[src/sv/dsfp_pkg.sv]
// Shared types and constants for the dust sensor frame parser.
// Used by every module of the block; depends on nothing else.
package dsfp_pkg;

   // Default frame length in bytes, markers included.
   localparam int FRAME_BYTES_DEFAULT = 32;
   // Default depth of the queue between the front and back parts.
   localparam int QUEUE_DEPTH_DEFAULT = 2;

   localparam logic [7:0] MARK_FIRST  = 8'h42;
   localparam logic [7:0] MARK_SECOND = 8'h4D;
   localparam logic [7:0] LEN_HIGH    = 8'h00;
   localparam logic [7:0] LEN_LOW     = 8'h1C;

   // Byte positions within a frame.
   localparam int POS_SECOND_MARK = 1;
   localparam int POS_LEN_HIGH    = 2;
   localparam int POS_LEN_LOW     = 3;
   localparam int POS_SMALL_HIGH  = 4;
   localparam int POS_SMALL_LOW   = 5;
   localparam int POS_FINE_HIGH   = 6;
   localparam int POS_FINE_LOW    = 7;
   localparam int POS_COARSE_HIGH = 8;
   localparam int POS_COARSE_LOW  = 9;

   // What the back part does with one classified byte.
   typedef enum logic [3:0] {
      OP_START,
      OP_SUM,
      OP_LEN_HIGH,
      OP_LEN_LOW,
      OP_SMALL,
      OP_FINE,
      OP_COARSE,
      OP_SUM_HIGH,
      OP_FINAL
   } op_type;

   typedef enum logic [1:0] {
      ERR_OK       = 2'd0,
      ERR_LENGTH   = 2'd1,
      ERR_CHECKSUM = 2'd2
   } err_type;

   typedef struct packed {
      op_type     op;
      logic [7:0] data;
   } item_type;

endpackage

[src/sv/dsfp_front.sv]
// Front part of the frame parser: accepts bytes, tracks the frame position
// and tags each kept byte with its operation. Depends on dsfp_pkg.
module dsfp_front #(
   parameter int FRAME_BYTES = dsfp_pkg::FRAME_BYTES_DEFAULT
) (
   input  logic               clock,
   input  logic               reset,
   input  logic               req_valid,
   output logic               req_ready,
   input  logic [7:0]         req_rx_byte,
   output logic               push_valid,
   input  logic               push_ready,
   output dsfp_pkg::item_type push_item
);

   localparam int IDX_W = $clog2(FRAME_BYTES);
   localparam logic [IDX_W-1:0] IDX_ZERO   = '0;
   localparam logic [IDX_W-1:0] IDX_SECOND = IDX_W'(dsfp_pkg::POS_SECOND_MARK);
   localparam logic [IDX_W-1:0] IDX_SUMHI  = IDX_W'(FRAME_BYTES - 2);
   localparam logic [IDX_W-1:0] IDX_LAST   = IDX_W'(FRAME_BYTES - 1);

   logic [IDX_W-1:0] idx_ff, idx_in;
   logic             accept;
   logic             keep;
   dsfp_pkg::op_type op;

   assign req_ready = push_ready;
   assign accept    = req_valid && req_ready;

   always_comb begin
      idx_in = idx_ff;
      keep   = 1'b0;
      op     = dsfp_pkg::OP_SUM;
      if (idx_ff == IDX_ZERO) begin
         if (req_rx_byte == dsfp_pkg::MARK_FIRST) begin
            keep   = 1'b1;
            op     = dsfp_pkg::OP_START;
            idx_in = IDX_SECOND;
         end
      end else if (idx_ff == IDX_SECOND) begin
         if (req_rx_byte == dsfp_pkg::MARK_SECOND) begin
            keep   = 1'b1;
            op     = dsfp_pkg::OP_SUM;
            idx_in = idx_ff + 1'b1;
         end else if (req_rx_byte == dsfp_pkg::MARK_FIRST) begin
            // A wrong second marker that is itself a first marker opens a new frame.
            keep   = 1'b1;
            op     = dsfp_pkg::OP_START;
            idx_in = IDX_SECOND;
         end else begin
            idx_in = IDX_ZERO;
         end
      end else begin
         keep   = 1'b1;
         idx_in = idx_ff + 1'b1;
         if (idx_ff == IDX_LAST) begin
            op     = dsfp_pkg::OP_FINAL;
            idx_in = IDX_ZERO;
         end else if (idx_ff == IDX_SUMHI) begin
            op = dsfp_pkg::OP_SUM_HIGH;
         end else if (idx_ff == IDX_W'(dsfp_pkg::POS_LEN_HIGH)) begin
            op = dsfp_pkg::OP_LEN_HIGH;
         end else if (idx_ff == IDX_W'(dsfp_pkg::POS_LEN_LOW)) begin
            op = dsfp_pkg::OP_LEN_LOW;
         end else if (idx_ff inside {IDX_W'(dsfp_pkg::POS_SMALL_HIGH),
                                     IDX_W'(dsfp_pkg::POS_SMALL_LOW)}) begin
            op = dsfp_pkg::OP_SMALL;
         end else if (idx_ff inside {IDX_W'(dsfp_pkg::POS_FINE_HIGH),
                                     IDX_W'(dsfp_pkg::POS_FINE_LOW)}) begin
            op = dsfp_pkg::OP_FINE;
         end else if (idx_ff inside {IDX_W'(dsfp_pkg::POS_COARSE_HIGH),
                                     IDX_W'(dsfp_pkg::POS_COARSE_LOW)}) begin
            op = dsfp_pkg::OP_COARSE;
         end
      end
   end

   assign push_valid     = accept && keep;
   assign push_item.op   = op;
   assign push_item.data = req_rx_byte;

   always_ff @(posedge clock) begin
      if (reset) begin
         idx_ff <= IDX_ZERO;
      end else if (accept) begin
         idx_ff <= idx_in;
      end
   end

   // A byte is kept only when the queue can take it.
   a_push_has_room: assert property (@(posedge clock) disable iff (reset)
      push_valid |-> push_ready)
      else $error("front pushed a byte into a full queue");

endmodule

[src/sv/dsfp_queue.sv]
// Short queue of classified bytes between the front and back parts.
// Depends on dsfp_pkg for the item type.
module dsfp_queue #(
   parameter int DEPTH = dsfp_pkg::QUEUE_DEPTH_DEFAULT
) (
   input  logic               clock,
   input  logic               reset,
   input  logic               in_valid,
   output logic               in_ready,
   input  dsfp_pkg::item_type in_item,
   output logic               out_valid,
   input  logic               out_ready,
   output dsfp_pkg::item_type out_item
);

   localparam int PTR_W = (DEPTH > 1) ? $clog2(DEPTH) : 1;
   localparam int CNT_W = $clog2(DEPTH + 1);
   localparam logic [PTR_W-1:0] PTR_LAST = PTR_W'(DEPTH - 1);
   localparam logic [CNT_W-1:0] CNT_FULL = CNT_W'(DEPTH);

   dsfp_pkg::item_type mem [DEPTH];
   logic [PTR_W-1:0]   wr_ptr_ff, wr_ptr_in;
   logic [PTR_W-1:0]   rd_ptr_ff, rd_ptr_in;
   logic [CNT_W-1:0]   count_ff, count_in;
   logic               push, pop;

   assign in_ready  = (count_ff != CNT_FULL);
   assign out_valid = (count_ff != '0);
   assign out_item  = mem[rd_ptr_ff];
   assign push      = in_valid && in_ready;
   assign pop       = out_valid && out_ready;

   always_comb begin
      wr_ptr_in = wr_ptr_ff;
      rd_ptr_in = rd_ptr_ff;
      count_in  = count_ff;
      if (push) begin
         wr_ptr_in = (wr_ptr_ff == PTR_LAST) ? '0 : wr_ptr_ff + 1'b1;
      end
      if (pop) begin
         rd_ptr_in = (rd_ptr_ff == PTR_LAST) ? '0 : rd_ptr_ff + 1'b1;
      end
      if (push && !pop) begin
         count_in = count_ff + 1'b1;
      end else if (pop && !push) begin
         count_in = count_ff - 1'b1;
      end
   end

   always_ff @(posedge clock) begin
      if (push) begin
         mem[wr_ptr_ff] <= in_item;
      end
   end

   always_ff @(posedge clock) begin
      if (reset) begin
         wr_ptr_ff <= '0;
         rd_ptr_ff <= '0;
         count_ff  <= '0;
      end else begin
         wr_ptr_ff <= wr_ptr_in;
         rd_ptr_ff <= rd_ptr_in;
         count_ff  <= count_in;
      end
   end

   a_count_bound: assert property (@(posedge clock) disable iff (reset)
      count_ff <= CNT_FULL)
      else $error("queue count beyond its depth");

endmodule

[src/sv/dsfp_back.sv]
// Back part of the frame parser: applies classified bytes to the checksum,
// length check and concentration words, and registers the frame result.
// Depends on dsfp_pkg.
module dsfp_back (
   input  logic               clock,
   input  logic               reset,
   input  logic               pop_valid,
   output logic               pop_ready,
   input  dsfp_pkg::item_type pop_item,
   output logic               rsp_valid,
   input  logic               rsp_ready,
   output logic               rsp_frame_ok,
   output logic [1:0]         rsp_error_code,
   output logic [15:0]        rsp_pm_small,
   output logic [15:0]        rsp_pm_fine,
   output logic [15:0]        rsp_pm_coarse
);

   logic [15:0] sum_ff, sum_in;
   logic        len_good_ff, len_good_in;
   logic [7:0]  sum_high_ff, sum_high_in;
   logic [15:0] small_ff, small_in;
   logic [15:0] fine_ff, fine_in;
   logic [15:0] coarse_ff, coarse_in;

   logic        rsp_valid_ff, rsp_valid_in;
   logic        rsp_ok_ff, rsp_ok_in;
   logic [1:0]  rsp_err_ff, rsp_err_in;
   logic [15:0] rsp_small_ff, rsp_small_in;
   logic [15:0] rsp_fine_ff, rsp_fine_in;
   logic [15:0] rsp_coarse_ff, rsp_coarse_in;

   logic              is_final;
   logic              pop;
   logic [15:0]       sum_add;
   logic [15:0]       given;
   dsfp_pkg::err_type err;

   // Only the final byte needs the result register; other bytes flow on.
   assign is_final  = (pop_item.op == dsfp_pkg::OP_FINAL);
   assign pop_ready = !is_final || !rsp_valid_ff || rsp_ready;
   assign pop       = pop_valid && pop_ready;
   assign sum_add   = sum_ff + {8'h00, pop_item.data};
   assign given     = {sum_high_ff, pop_item.data};

   always_comb begin
      if (!len_good_ff) begin
         err = dsfp_pkg::ERR_LENGTH;
      end else if (given != sum_ff) begin
         err = dsfp_pkg::ERR_CHECKSUM;
      end else begin
         err = dsfp_pkg::ERR_OK;
      end
   end

   always_comb begin
      sum_in      = sum_ff;
      len_good_in = len_good_ff;
      sum_high_in = sum_high_ff;
      small_in    = small_ff;
      fine_in     = fine_ff;
      coarse_in   = coarse_ff;
      if (pop) begin
         case (pop_item.op)
            dsfp_pkg::OP_START: begin
               sum_in      = {8'h00, dsfp_pkg::MARK_FIRST};
               len_good_in = 1'b1;
            end
            dsfp_pkg::OP_SUM: begin
               sum_in = sum_add;
            end
            dsfp_pkg::OP_LEN_HIGH: begin
               sum_in = sum_add;
               if (pop_item.data != dsfp_pkg::LEN_HIGH) begin
                  len_good_in = 1'b0;
               end
            end
            dsfp_pkg::OP_LEN_LOW: begin
               sum_in = sum_add;
               if (pop_item.data != dsfp_pkg::LEN_LOW) begin
                  len_good_in = 1'b0;
               end
            end
            dsfp_pkg::OP_SMALL: begin
               sum_in   = sum_add;
               small_in = {small_ff[7:0], pop_item.data};
            end
            dsfp_pkg::OP_FINE: begin
               sum_in  = sum_add;
               fine_in = {fine_ff[7:0], pop_item.data};
            end
            dsfp_pkg::OP_COARSE: begin
               sum_in    = sum_add;
               coarse_in = {coarse_ff[7:0], pop_item.data};
            end
            dsfp_pkg::OP_SUM_HIGH: begin
               sum_high_in = pop_item.data;
            end
            default: begin
            end
         endcase
      end
   end

   always_comb begin
      rsp_valid_in  = rsp_valid_ff && !rsp_ready;
      rsp_ok_in     = rsp_ok_ff;
      rsp_err_in    = rsp_err_ff;
      rsp_small_in  = rsp_small_ff;
      rsp_fine_in   = rsp_fine_ff;
      rsp_coarse_in = rsp_coarse_ff;
      if (pop && is_final) begin
         rsp_valid_in  = 1'b1;
         rsp_ok_in     = (err == dsfp_pkg::ERR_OK);
         rsp_err_in    = err;
         rsp_small_in  = (err == dsfp_pkg::ERR_OK) ? small_ff : 16'h0000;
         rsp_fine_in   = (err == dsfp_pkg::ERR_OK) ? fine_ff : 16'h0000;
         rsp_coarse_in = (err == dsfp_pkg::ERR_OK) ? coarse_ff : 16'h0000;
      end
   end

   always_ff @(posedge clock) begin
      if (reset) begin
         sum_ff       <= '0;
         len_good_ff  <= 1'b1;
         sum_high_ff  <= '0;
         small_ff     <= '0;
         fine_ff      <= '0;
         coarse_ff    <= '0;
         rsp_valid_ff <= 1'b0;
      end else begin
         sum_ff       <= sum_in;
         len_good_ff  <= len_good_in;
         sum_high_ff  <= sum_high_in;
         small_ff     <= small_in;
         fine_ff      <= fine_in;
         coarse_ff    <= coarse_in;
         rsp_valid_ff <= rsp_valid_in;
      end
   end

   always_ff @(posedge clock) begin
      rsp_ok_ff     <= rsp_ok_in;
      rsp_err_ff    <= rsp_err_in;
      rsp_small_ff  <= rsp_small_in;
      rsp_fine_ff   <= rsp_fine_in;
      rsp_coarse_ff <= rsp_coarse_in;
   end

   assign rsp_valid      = rsp_valid_ff;
   assign rsp_frame_ok   = rsp_ok_ff;
   assign rsp_error_code = rsp_err_ff;
   assign rsp_pm_small   = rsp_small_ff;
   assign rsp_pm_fine    = rsp_fine_ff;
   assign rsp_pm_coarse  = rsp_coarse_ff;

   a_ok_matches_code: assert property (@(posedge clock) disable iff (reset)
      rsp_valid_ff |-> (rsp_ok_ff == (rsp_err_ff == dsfp_pkg::ERR_OK)))
      else $error("frame_ok disagrees with error_code");

   a_error_clears_words: assert property (@(posedge clock) disable iff (reset)
      (rsp_valid_ff && rsp_err_ff != dsfp_pkg::ERR_OK) |->
         (rsp_small_ff == 16'h0000 && rsp_fine_ff == 16'h0000 &&
          rsp_coarse_ff == 16'h0000))
      else $error("failed frame carries concentration words");

endmodule

[src/sv/dust_sensor_frame_parser.sv]
// Top level of the dust sensor frame parser: front classifier, byte queue
// and back executor. Depends on dsfp_pkg, dsfp_front, dsfp_queue, dsfp_back.
//
// Channel   Direction  Handshake             Payload
// req_      in         req_valid/req_ready   req_rx_byte (one serial byte)
// rsp_      out        rsp_valid/rsp_ready   rsp_frame_ok, rsp_error_code,
//                                            rsp_pm_small, rsp_pm_fine, rsp_pm_coarse
//
// One byte is accepted per cycle, sustained, as long as the result side keeps up.
// A frame's last byte is written into the queue when it is accepted; the back
// part then takes it from the queue and loads the result register, unless the
// result side is still holding an earlier result.
// Synchronous reset puts the front back into hunting for the start marker and
// empties the queue and the result register; no clearing pass is needed.
// A stalled result only holds back the back part when another frame's last
// byte reaches it; bytes keep flowing into the queue until it fills.
module dust_sensor_frame_parser #(
   parameter int FRAME_BYTES = dsfp_pkg::FRAME_BYTES_DEFAULT,
   parameter int QUEUE_DEPTH = dsfp_pkg::QUEUE_DEPTH_DEFAULT
) (
   input  logic        clock,
   input  logic        reset,
   input  logic        req_valid,
   output logic        req_ready,
   input  logic [7:0]  req_rx_byte,
   output logic        rsp_valid,
   input  logic        rsp_ready,
   output logic        rsp_frame_ok,
   output logic [1:0]  rsp_error_code,
   output logic [15:0] rsp_pm_small,
   output logic [15:0] rsp_pm_fine,
   output logic [15:0] rsp_pm_coarse
);

   // Classified byte transactions from the front part into the queue.
   logic               push_valid;
   logic               push_ready;
   dsfp_pkg::item_type push_item;

   // Queue output towards the back part.
   logic               pop_valid;
   logic               pop_ready;
   dsfp_pkg::item_type pop_item;

   // The front part tracks the frame position and drops bytes seen while
   // hunting, so the back part only sees bytes of a frame in progress.
   dsfp_front #(
      .FRAME_BYTES (FRAME_BYTES)
   ) u_front (
      .clock       (clock),
      .reset       (reset),
      .req_valid   (req_valid),
      .req_ready   (req_ready),
      .req_rx_byte (req_rx_byte),
      .push_valid  (push_valid),
      .push_ready  (push_ready),
      .push_item   (push_item)
   );

   dsfp_queue #(
      .DEPTH (QUEUE_DEPTH)
   ) u_queue (
      .clock     (clock),
      .reset     (reset),
      .in_valid  (push_valid),
      .in_ready  (push_ready),
      .in_item   (push_item),
      .out_valid (pop_valid),
      .out_ready (pop_ready),
      .out_item  (pop_item)
   );

   // The back part keeps the running checksum, the length check and the
   // concentration words, and turns the last byte into a result transaction.
   dsfp_back u_back (
      .clock          (clock),
      .reset          (reset),
      .pop_valid      (pop_valid),
      .pop_ready      (pop_ready),
      .pop_item       (pop_item),
      .rsp_valid      (rsp_valid),
      .rsp_ready      (rsp_ready),
      .rsp_frame_ok   (rsp_frame_ok),
      .rsp_error_code (rsp_error_code),
      .rsp_pm_small   (rsp_pm_small),
      .rsp_pm_fine    (rsp_pm_fine),
      .rsp_pm_coarse  (rsp_pm_coarse)
   );

endmodule
[config.mk]
export PLATFORM = sky130hd
export DESIGN_NAME = dust_sensor_frame_parser
export DESIGN_NICKNAME = d
export VERILOG_FILES = /design/src/sv/dsfp_pkg.sv /design/src/sv/dsfp_front.sv /design/src/sv/dsfp_queue.sv /design/src/sv/dsfp_back.sv /design/src/sv/dust_sensor_frame_parser.sv
export SDC_FILE = /design/constraint.sdc
export NUM_CORES = 1
export LEC_CHECK = 0
export ABC_AREA = 1
export BUFFER_PORTS_ARGS = -buffer_cell sky130_fd_sc_hd__buf_2
export CAP_MARGIN = 0
export CORE_AREA = 2 2 148 150
export DETAILED_ROUTE_END_ITERATION = 6
export DIE_AREA = 0 0 150 152
export GPL_TIMING_DRIVEN = 0
export PLACE_DENSITY_LB_ADDON = 0.1
export SLEW_MARGIN = 25
export SYNTH_ARGS = -nofsm -noshare
export SYNTH_HDL_FRONTEND = slang
export SYNTH_SLANG_ARGS = --single-unit
[constraint.sdc]
create_clock -name clock -period 3.4 [get_ports clock]
set_input_delay 0.68 -clock clock [delete_from_list [all_inputs] [get_ports clock]]
set_output_delay 0.68 -clock clock [all_outputs]
set_load 0.01 [all_outputs]
### Word-level counts from Yosys, hierarchy flattened

Memories as Yosys holds them, arrays and structs flattened. A register that Yosys moved wholly into a read port is not among the register bits.
Index checks and enable logic that the tools add are counted.

* bits in registers: 134
* RAM bits: 24
* output and inout bits: 53
* memories kept: 1

Memory list
* u_queue.mem: words 2, bits a word 12, read ports 1, clocked after Yosys merged registers in 1, write ports 1, line dsfp_queue.sv:21 `dsfp_pkg::item_type mem [DEPTH];`

* add/subtract/negate cells: 6
* eq/ne operators: 27
* multiplexer cells: 36
* reductions and logical operators: 34

Operators with widths (number)
* $mux W4: 9
* $pmux W16 S2: 1
* $mux W5: 5
* $eq A5 B3 Y1 const B: 4
* $add A16 B8 Y16: 1
* $eq A4 B3 Y1 const B: 4
* $eq A8 B7 Y1 const B: 2
* $ne A16 B16 Y1: 1
* $mux W1: 15
* $reduce_and A2 Y1: 6
* $reduce_bool A2 Y1: 6
* $eq A5 B2 Y1 const B: 2
* $eq A5 B4 Y1 const B: 2
* $eq A5 B5 Y1 const B: 2
* $eq A4 B2 Y1 const B: 2
* $logic_and A1 B1 Y1: 8
* $mux W2: 4
* $ne A8 B5 Y1 const B: 1
* $reduce_bool A8 Y1: 1
* $reduce_or A6 Y1: 1
* $add A5 B1 Y5 const B: 1
* $eq A5 B1 Y1 const B: 1
* $logic_not A1 Y1: 5
* $logic_not A5 Y1: 1
* other kinds (14): 18

### Logic depth before layout (Yosys ltp)

Gate-level depths: netlist of the first run.

* depth in word-level cells: 11
* depth in mapped cells: 19

### Modules after synthesis

From an unflattened synthesis of the first run, not the netlist that was laid out.

* cell total of the unflattened synthesis: 793
* area, all modules: 7084.3 um^2

By module, submodules not included
* dsfp_back: instances 1, cells an instance 604, area an instance 5251.3 um^2
* dsfp_queue: instances 1, cells an instance 74, area an instance 1148.6 um^2
* dsfp_front: instances 1, cells an instance 115, area an instance 684.4 um^2

### Worst setup path before layout of the first run

OpenSTA, ideal clock, no wires.

* kind: input -> register
* start: input port rsp_ready
* end: register u_back.rsp_err_ff[0], in the netlist u_back.rsp_error_code[0] (enable)
* library setup time: 0.406 ns
* arrival time: 2.195 ns
* path slack: 0.799 ns
* cell stages on the path: 7
* path buffers: 1
* path through: nor2_1 -> nand3_4 -> nand2_4 -> inv_2 -> buf_6 -> nand3_1 -> inv_1

* longest elaborated chain between the ends: 3

Ends and longest elaborated chain
* start, declared: line dust_sensor_frame_parser.sv:27 `input logic rsp_ready,`
* $logic_or A1 B1 Y1: line dsfp_back.sv:41 `assign pop_ready = !is_final || !rsp_valid_ff || rsp_ready;`
* $logic_and A1 B1 Y1: line dsfp_back.sv:42 `assign pop = pop_valid && pop_ready;`
* $logic_and A1 B1 Y1: line dsfp_back.sv:112 `if (pop && is_final) begin`
* end signal, assigned: line dsfp_back.sv:144 `rsp_err_ff <= rsp_err_in;`
* end, declared: line dsfp_back.sv:28 `logic [1:0] rsp_err_ff, rsp_err_in;`

Every way passes these cells.
A chain may end at the register's enable or synchronous reset.

==> results of run 1 <==
## power by group
part | switching, mW | internal, mW
clock network | 0.837 | 1.20
registers | 0.130 | 2.30
logic | 1.64 | 0.689
## flip-flops by register name, indices dropped and copies added, names as in the netlist, named ones only
signal,count
u_queue.mem,24
u_back.coarse_ff,16
u_back.fine_ff,16
u_back.rsp_pm_coarse,16
u_back.rsp_pm_fine,16
u_back.rsp_pm_small,16
u_back.small_ff,16
u_back.sum_ff,16
u_back.sum_high_ff,8
u_front.idx_ff,5
u_back.rsp_error_code,2
u_queue.count_ff,2
u_back.len_good_ff,1
u_back.rsp_frame_ok,1
u_back.rsp_valid,1
u_queue.rd_ptr_ff,1
u_queue.wr_ptr_ff,1
## cell type report
cell class              count  area share, %
multi-input cells         538           32.0
repair buffers             65           3.79
plain buffers              30           2.10
well taps                 280           4.05
clock inverters            14           2.24
clock buffers              18           5.08
flip-flops and latches    159           45.5
inverters                 121           5.34
## metrics by stage
| stage | setup WS [ns] | std cells | util (%) |
|---|---|---|---|
| floorplan | 0.799 | 848 | - |
| global placement | -0.330 | 1192 | 37.4 |
| detailed placement | -0.310 | 1192 | 37.4 |
| CTS | 0.00183 | 1225 | 40.4 |
| global route | -0.0638 | 1225 | 40.5 |
| finish | 0.268 | 1225 | 40.5 |
## critical path, cell delays in order (launching register included)
cell and delay [ns]:
dfxtp_1 0.32, buf_6 0.14, clkbuf_2 0.19, o21ai_0 0.33, inv_1 0.26, ha_1 0.43, nor4_2 0.21, nand4_1 0.20
nand3b_1 0.29, buf_4 0.21, clkbuf_2 0.22, nor2_1 0.17
## timing repair
action	in CTS	in global routing
setup buffers	1	0
hold endpoints to repair	0	0
hold buffers	0	0
endpoints found under the setup margin	49	39
resized for setup	3	10
## routing by layer
metal,routed length (um),vias up
met5,0,-
met4,154,0
met3,454,9
met2,8040,78
met1,8050,2486
li1,-,2929
## cells in the final DEF (no fill, tap or decap), types with 17 or more instances in the layout
master / Yosys / layout
nand2_1: 170 / 169
nor2_1: 94 / 92
a21oi_1: 73 / 73
nand3_1: 83 / 83
dfxtp_1: 84 / 84
nand2_2: 16 / 17
inv_1: 118 / 115
clkbuf_16: 0 / 17
edfxtp_1: 75 / 75
buf_2: 5 / 69
## cells by family after synthesis
logic type / synth area share (%)
and+or+nand+nor: 25.4
DFF: 53.8
AOI/OAI and AO/OA: 7.97
adders and majority gates: 2.67
xor gates and xnor gates: 1.44
buffers and inverters: 8.73
## worst max path at each step
| stage | start | end | slack (ns) | depth (start not counted) |
|---|---|---|---|---|
| 6_report | flip-flop | u_back.rsp_pm_fine[6] | 0.27 | 11 |
| 5_1_grt | flip-flop | u_back.rsp_pm_coarse[14] | -0.06 | 12 |
| 4_1_cts | flip-flop | u_back.rsp_pm_fine[6] | 0.002 | 11 |
| 3_5_place_dp | flip-flop | u_back.rsp_pm_coarse[14] | -0.31 | 12 |
| 3_3_place_gp | flip-flop | u_back.rsp_pm_coarse[14] | -0.33 | 12 |
| 2_1_floorplan | rsp_ready | u_back.rsp_error_code[0] | 0.80 | 7 |
==> results.sh, run 1 <==
export IMPL_maximum_capacitance_violations=0
export IMPL_leakagePower_nw=3.31
export IMPL_synth_most_common_cell="nand2_1"
export IMPL_worst_endpoint_required_ns=3.67
export IMPL_synth_commonest_cells="nand2_1, inv_1, nor2_1, dfxtp_1, nand3_1"
export IMPL_worst_path_max_fanout=10
export IMPL_synth_area_mm2=0.00731
export IMPL_first_pass_iters=4
export IMPL_detailedRoute_firstIterationViolations=253
export IMPL_cts_num_sinks=159
export IMPL_synth_edf_count=75
export IMPL_design_area_mm2=0.00865
export IMPL_cts_tree="built"
export IMPL_overflow=0
export IMPL_timing_slew_headroom_pct=50.5
export IMPL_fin_worst_hold_slack_ns=0.455
export IMPL_n_fill_cell=2166
export IMPL_ant_nets=0
export IMPL_max_slew_worst_pin_slew_ns=0.742
export IMPL_setup_worst_path_class="reg -> reg"
export IMPL_finalMaxSlewViolations=0
export IMPL_boundaryPins=65
export IMPL_initial_core_util_pct=34.3
export IMPL_globalRouteMet1Util_pct=20.2
export IMPL_synth_yosys_seq_area_share_pct=53.8
export IMPL_yosys_register_bits=159
export IMPL_grt_usage_pct=15.4
export IMPL_outcome="finished clean"
export IMPL_synthesis_instances=848
export IMPL_synth_distinct_cells=39
export IMPL_arrival_ns=3.40
export IMPL_post_route_drc_count=0
export IMPL_place_area_mm2=0.00799
export IMPL_min_period_ns=3.13
export IMPL_layout_area_seq_mm2=0.00393
export IMPL_use_met2_pct=25.9
export IMPL_skew_ns=0.00727
export IMPL_irDropWorstVdd_uv=363
export IMPL_gr_util_met3_pct=3.27
export IMPL_grt_first_pass_wirelength_um=27400
export IMPL_first_global_vias=5318
export IMPL_design_final_nets=959
export IMPL_worst_r2r_cell_count=11
export IMPL_hold_viol=0
export IMPL_yosys_warnings=0
export IMPL_holdPathEnd="u_queue.mem[1][0]"
export IMPL_wl_per_cell_um=13.6
export IMPL_reg2reg_slack_ns=0.27
export IMPL_clockBufferDepth=2
export IMPL_die_w_um=150
export IMPL_synthesis_area_per_instance_um2=8.62
export IMPL_multi_input_comb_area_mm2=0.00277
export IMPL_grt_max_degree=53
export IMPL_worst_flop_to_flop_path_endpoint="u_back.rsp_pm_fine[6]"
export IMPL_worst_hold_path_type="in -> reg"
export IMPL_startpoint_type="flip-flop"
export IMPL_cts_reportedPaths_clkPinSlew_ns=0.07
export IMPL_die_height_um=152
export IMPL_fmax_mhz=319
export IMPL_power_density_relative_to_cell_area_mw_per_mm2=786
export IMPL_post_drt_via_cell_ratio=4.49
export IMPL_net_count_after_synthesis=875
export IMPL_setup_violations=0
export IMPL_final_min_period_over_clock_period_pct=92.1
export IMPL_worst_skew_pair_late_latency_ns=0.43
export IMPL_fin_total_pwr_mw=6.80
export IMPL_overall_die_area_mm2=0.0228
export IMPL_totalWireLength_um=16700
export IMPL_critical_path_endpoint_type="flip-flop"
export IMPL_gp_congestion=0.815
export IMPL_antenna_found_initial=0
export IMPL_cts_max_level=4
export IMPL_port_buffers=64
export IMPL_async_flop_share_pct=0
export IMPL_vias=5502
export IMPL_coreArea_mm2=0.0214
export IMPL_hold_path_depth=1
export IMPL_hpwlAfterDp_um=11700
export IMPL_setup_total_negative_slack_ns=0
export IMPL_synthTopCellsByArea="edfxtp_1, dfxtp_1, nand2_1, inv_1, nand3_1"
export IMPL_area_growth_synth_to_final_pct=18.3
export IMPL_core_rowCount=54
export IMPL_layout_drive_gt1_share_pct=18.0
export IMPL_most_crowded_layer_gr="met2"
export IMPL_worst_hold_startpoint="req_rx_byte[0]"
export IMPL_cell_type_with_the_highest_aggregate_area_in_the_netlist="edfxtp_1"
export IMPL_cts_made_buffers=17
export IMPL_clockRootBuffer="clkbuf_16"
export IMPL_synthDominantCellAreaShare_pct=30.8
export IMPL_antenna_diode_count=0
export IMPL_leading_register_cell_type_out_of_synthesis="dfxtp_1"
(Power assumes the default switching activity.)
==> run 2, diff against run 1 <==
- CELL_PAD_IN_SITES_DETAIL_PLACEMENT: not set -> 1
- CELL_PAD_IN_SITES_GLOBAL_PLACEMENT: not set -> 2
- MAX_ROUTING_LAYER: not set -> met4
==> results.sh, run 2 (same netlist as run 1, synthesis figures left out) <==
export IMPL_layout_commonest_cell="nand2_1"
export IMPL_hpwlAfterDp_um=13800
export IMPL_final_min_period_over_clock_period_pct=91.0
export IMPL_ant_nets=0
export IMPL_arrival_ns=3.37
export IMPL_clockRootBuffer="clkbuf_16"
export IMPL_antenna_diode_count=0
export IMPL_critical_path_endpoint_type="flip-flop"
export IMPL_power_share_combinational_pct=35.9
export IMPL_totalWireLength_um=18500
export IMPL_overflow=0
export IMPL_cts_num_sinks=159
export IMPL_worst_skew_pair_late_latency_ns=0.43
export IMPL_design_area_mm2=0.00859
export IMPL_worst_endpoint_required_ns=3.68
export IMPL_port_buffers=64
export IMPL_coreArea_mm2=0.0214
export IMPL_maximum_capacitance_violations=0
export IMPL_wl_met2_um=9380
export IMPL_internal_power_mw=3.96
export IMPL_largest_register="u_queue.mem"
export IMPL_fmax_mhz=323
export IMPL_postLayoutCoreUtil_pct=40.3
export IMPL_timing_slew_headroom_pct=54.7
export IMPL_highest_signal_layer="met4"
export IMPL_worst_hold_path_type="in -> reg"
export IMPL_dpl_worst_slack_ns=-0.388
export IMPL_outcome="finished clean"
export IMPL_overall_die_area_mm2=0.0228
export IMPL_met1_length_um=8420
export IMPL_grt_max_degree=29
export IMPL_cts_reportedPaths_clkPinSlew_ns=0.07
export IMPL_initial_core_util_pct=34.3
export IMPL_gp_congestion=0.844
export IMPL_cts_tree="built"
export IMPL_vias=5701
export IMPL_finalMaxSlewViolations=0
export IMPL_met3WireLength_um=451
export IMPL_boundaryPins=65
export IMPL_grt_first_pass_wirelength_um=31100
export IMPL_layout_common_cells="nand2_1, inv_1, nor2_1, dfxtp_1, nand3_1"
export IMPL_hold_viol=0
export IMPL_detailedRoute_firstIterationViolations=225
export IMPL_clockBufferDepth=2
export IMPL_fin_total_pwr_mw=6.60
export IMPL_final_critical_path_setup_slack_ns=0.307
export IMPL_layout_drive_gt1_share_pct=17.8
export IMPL_power_switching_fraction_pct=40.1
export IMPL_core_rowCount=54
export IMPL_post_route_drc_count=0
export IMPL_setup_worst_path_class="reg -> reg"
export IMPL_startpoint_type="flip-flop"
export IMPL_first_pass_iters=4
export IMPL_seq_power_share_pct=36.9
export IMPL_die_height_um=152
export IMPL_max_slew_worst_pin_slew_ns=0.680
export IMPL_worst_path_max_fanout=10
export IMPL_power_density_relative_to_cell_area_mw_per_mm2=768
export IMPL_largest_register_ffs=24
export IMPL_p_switching_mw=2.65
export IMPL_cts_made_buffers=17
export IMPL_hold_buffers=0
export IMPL_irDropWorstVdd_uv=370
export IMPL_area_growth_synth_to_final_pct=17.5
export IMPL_antenna_found_initial=0
export IMPL_min_period_ns=3.09
export IMPL_power_frac_clock_pct=27.2
export IMPL_wl_per_cell_um=15.1
export IMPL_die_w_um=150
export IMPL_first_global_vias=6174
export IMPL_setup_violations=0
export IMPL_post_drt_via_cell_ratio=4.65
export IMPL_leakagePower_nw=3.28
export IMPL_design_final_nets=960
export IMPL_unrepaired_setup_endpoints_after_global_routing="false"
export IMPL_grt_usage_pct=17.9
export IMPL_cts_max_level=4
export IMPL_place_area_mm2=0.00801
export IMPL_skew_ns=0.0132
export IMPL_setup_total_negative_slack_ns=0
## run 2: power by group through the flow
stage	Clock [mW]	Combinational, mW	Sequential, mW
after floorplan	0	1.66	2.47
after global placement	0	2.30	2.47
after detailed placement	0	2.38	2.48
after CTS	1.85	2.40	2.44
after global routing	1.94	2.69	2.47
final	1.80	2.37	2.44
## run 2: layer usage
metal  track usage, %  up-vias
met2             30.7       63
met4             4.72        0
met5                -        -
met3             3.51       15
li1                 -     2921
met1             21.3     2702
## run 2: stage by stage
stage,hold WS (ns),instances
floorplan,0.431,848
global placement,0.446,1192
detailed placement,0.455,1193
CTS,0.437,1226
global route,0.436,1226
finish,0.453,1226
## run 2: critical path, cell delays in order (launching register included)
cell	delay (ns)
dfxtp_1	0.33
buf_6	0.15
clkbuf_2	0.22
nand2_1	0.09
o21ai_1	0.12
inv_1	0.21
ha_1	0.43
nor4_2	0.30
nand4_1	0.20
nand3b_1	0.30
buf_2	0.23
buf_1	0.23
nor2_1	0.14
## run 2: what timing repair did
action	CTS	global route
setup endpoints to repair	49	38
pin swaps	0	0
resized for setup	3	9
buffers inserted	1	0
## run 2: layout make-up
type / instances / area (um2)
Buffer: 30 / 181
Clock buffer: 18 / 429
Clock inverter: 14 / 129
Fill cell: 2582 / 12800
Inverter: 121 / 459
Multi-Input combinational cell: 538 / 2760
Sequential cell: 159 / 3930
Tap cell: 280 / 350
Timing Repair Buffer: 66 / 355
## run 2: final timing paths
kind	start	end	depth (start not counted)	slack [ns]
worst max-delay path	flip-flop	u_back.rsp_pm_coarse[14]	12	0.31
worst min-delay path	req_rx_byte[0]	u_queue.mem[1][0]	1	0.45
worst max register to register	flip-flop	u_back.rsp_pm_coarse[14]	12	0.31
worst min register to register	u_back.small_ff[15]	u_back.small_ff[15]	2	0.46
==> run 3, diff against run 2 <==
- BUFFER_PORTS_ARGS: -buffer_cell sky130_fd_sc_hd__buf_2 -> -buffer_cell sky130_fd_sc_hd__buf_4
==> results.sh, run 3 (same netlist as run 1, synthesis figures left out) <==
export IMPL_place_area_mm2=0.00817
export IMPL_detailedRoute_firstIterationViolations=185
export IMPL_cts_made_buffers=17
export IMPL_largest_register="u_queue.mem"
export IMPL_worst_hold_startpoint="req_rx_byte[0]"
export IMPL_hold_viol=0
export IMPL_outcome="finished clean"
export IMPL_grt_max_degree=29
export IMPL_cts_reportedPaths_clkPinSlew_ns=0.06
export IMPL_clockBufferDepth=2
export IMPL_layout_common_cells="nand2_1, inv_1, nor2_1, dfxtp_1, nand3_1"
export IMPL_first_global_vias=6019
export IMPL_overflow=0
export IMPL_critical_path_cell_chain="buf_6, clkbuf_2, nand2_1, o21ai_1, inv_1, ha_1, nor4_2, nand4_1, nand3b_1, buf_4, clkbuf_2, nor2_1"
export IMPL_p_switching_mw=2.65
export IMPL_die_w_um=150
export IMPL_worst_path_most_repeated_cell="clkbuf_2"
export IMPL_cts_num_sinks=159
export IMPL_port_buffers=64
export IMPL_core_rowCount=54
export IMPL_die_height_um=152
export IMPL_coreArea_mm2=0.0214
export IMPL_clockRootBuffer="clkbuf_16"
export IMPL_n_fill_cell=2562
export IMPL_internal_power_mw=4.06
export IMPL_grt_first_pass_wirelength_um=30300
export IMPL_startpoint_type="flip-flop"
export IMPL_seq_power_share_pct=36.3
export IMPL_power_density_relative_to_cell_area_mw_per_mm2=766
export IMPL_hpwlAfterDp_um=13700
export IMPL_arrival_ns=3.37
export IMPL_design_area_mm2=0.00877
export IMPL_ant_nets=0
export IMPL_post_route_drc_count=0
export IMPL_grt_usage_pct=17.5
export IMPL_layout_area_seq_mm2=0.00393
export IMPL_antenna_found_initial=0
export IMPL_postLayoutCoreUtil_pct=41.1
export IMPL_area_growth_synth_to_final_pct=19.9
export IMPL_hold_buffers=0
export IMPL_first_pass_iters=4
export IMPL_antenna_diode_count=0
export IMPL_worst_path_max_fanout=10
export IMPL_slowest_delay_ns=0.43
export IMPL_vias=5767
export IMPL_maximum_capacitance_violations=0
export IMPL_boundaryPins=65
export IMPL_power_frac_clock_pct=27.9
export IMPL_min_period_ns=3.10
export IMPL_cts_tree="built"
export IMPL_max_slew_worst_pin_slew_ns=0.713
export IMPL_wl_per_cell_um=15.0
export IMPL_post_drt_via_cell_ratio=4.71
export IMPL_setup_violations=0
export IMPL_finalMaxSlewViolations=0
export IMPL_largest_register_ffs=24
export IMPL_fmax_mhz=323
export IMPL_initial_core_util_pct=34.3
export IMPL_power_share_combinational_pct=35.8
export IMPL_skew_ns=0.0107
export IMPL_setup_total_negative_slack_ns=0
export IMPL_timing_critical_path_slowest_stage_cell="ha_1"
export IMPL_final_min_period_over_clock_period_pct=91.0
export IMPL_multi_input_comb_area_mm2=0.00276
export IMPL_leakagePower_nw=3.34
export IMPL_critical_path_endpoint_type="flip-flop"
export IMPL_overall_die_area_mm2=0.0228
export IMPL_gp_congestion=0.833
export IMPL_totalWireLength_um=18400
export IMPL_setup_worst_path_class="reg -> reg"
export IMPL_unrepaired_setup_endpoints_after_global_routing="false"
export IMPL_power_switching_fraction_pct=39.5
export IMPL_layout_commonest_cell="nand2_1"
export IMPL_worst_skew_pair_late_latency_ns=0.43
export IMPL_timing_slew_headroom_pct=52.5
export IMPL_worst_hold_path_type="in -> reg"
export IMPL_design_final_nets=959
export IMPL_layout_drive_gt1_share_pct=17.7
export IMPL_cts_max_level=4
export IMPL_irDropWorstVdd_uv=410
export IMPL_worst_endpoint_required_ns=3.67
[run 3: cell count changes in the layout (fill, tap and decap cells not counted), sizes merged]
| cell | before | now |
|---|---|---|
| bufinv | 0 | 1 |
| buf | 84 | 83 |
| clkinvlp | 4 | 2 |
| inv | 126 | 128 |
| clkinv | 5 | 4 |
[run 3: area by class of cell]
type	count	area share, %
timing repair buffer	66	5.88
multi-input combinational	538	31.4
clock inverter	14	1.68
inverter	121	5.24
clock buffer	18	4.89
sequential	159	44.9
buffer	29	2.03
tap	280	3.99
[run 3: per-stage QoR]
stage | cells | power (mW) | hold WS (ns) | setup WS (ns)
after floorplan | 848 | 4.13 | 0.431 | 0.799
after global placement | 1192 | 4.81 | 0.445 | -0.332
after detailed placement | 1193 | 4.90 | 0.456 | -0.382
after CTS | 1226 | 6.80 | 0.431 | 0.0540
after global routing | 1225 | 7.20 | 0.424 | 0.00336
final | 1225 | 6.71 | 0.451 | 0.305
[run 3: metal layers]
layer  part of all wire (%)  up-vias  track usage (%)
met5                      0        -                -
met4                    1.8        0             5.80
met3                    2.6       24             3.18
met2                     50       79             29.7
met1                     46     2732             20.8
li1                       -     2932                -
[run 3: power by group through the flow]
| stage | Sequential, mW | Clock, mW | Combinational (mW) |
|---|---|---|---|
| 4_1_cts | 2.44 | 1.93 | 2.44 |
| 6_report | 2.44 | 1.87 | 2.40 |
| 3_3_place_gp | 2.47 | 0 | 2.33 |
| 2_1_floorplan | 2.47 | 0 | 1.66 |
| 3_5_place_dp | 2.48 | 0 | 2.43 |
| 5_1_grt | 2.47 | 2.02 | 2.71 |
[run 3: timing repair]
action,4_1_cts,5_1_grt
pin swaps,0,0
endpoints found under the setup margin,49,40
setup buffers,1,0
endpoints found under the hold margin,0,0
cloned,0,0
resized for setup,3,8
[run 3: critical path: cells and delay by family (launching register included)]
kind,cells,cell delay [ns]
compound gates,1,0.14
fa+ha+maj,1,0.43
buf+inv,5,0.99
flops,1,0.34
simple gates,5,1.01
[run 3: final timing paths]
path | endpoint | slack (ns) | depth (start not counted)
max | u_back.rsp_pm_fine[6] | 0.30 | 12
max reg2reg | u_back.rsp_pm_fine[6] | 0.30 | 12
min reg2reg | u_back.small_ff[15] | 0.46 | 2
min | u_queue.mem[0][0] | 0.45 | 1
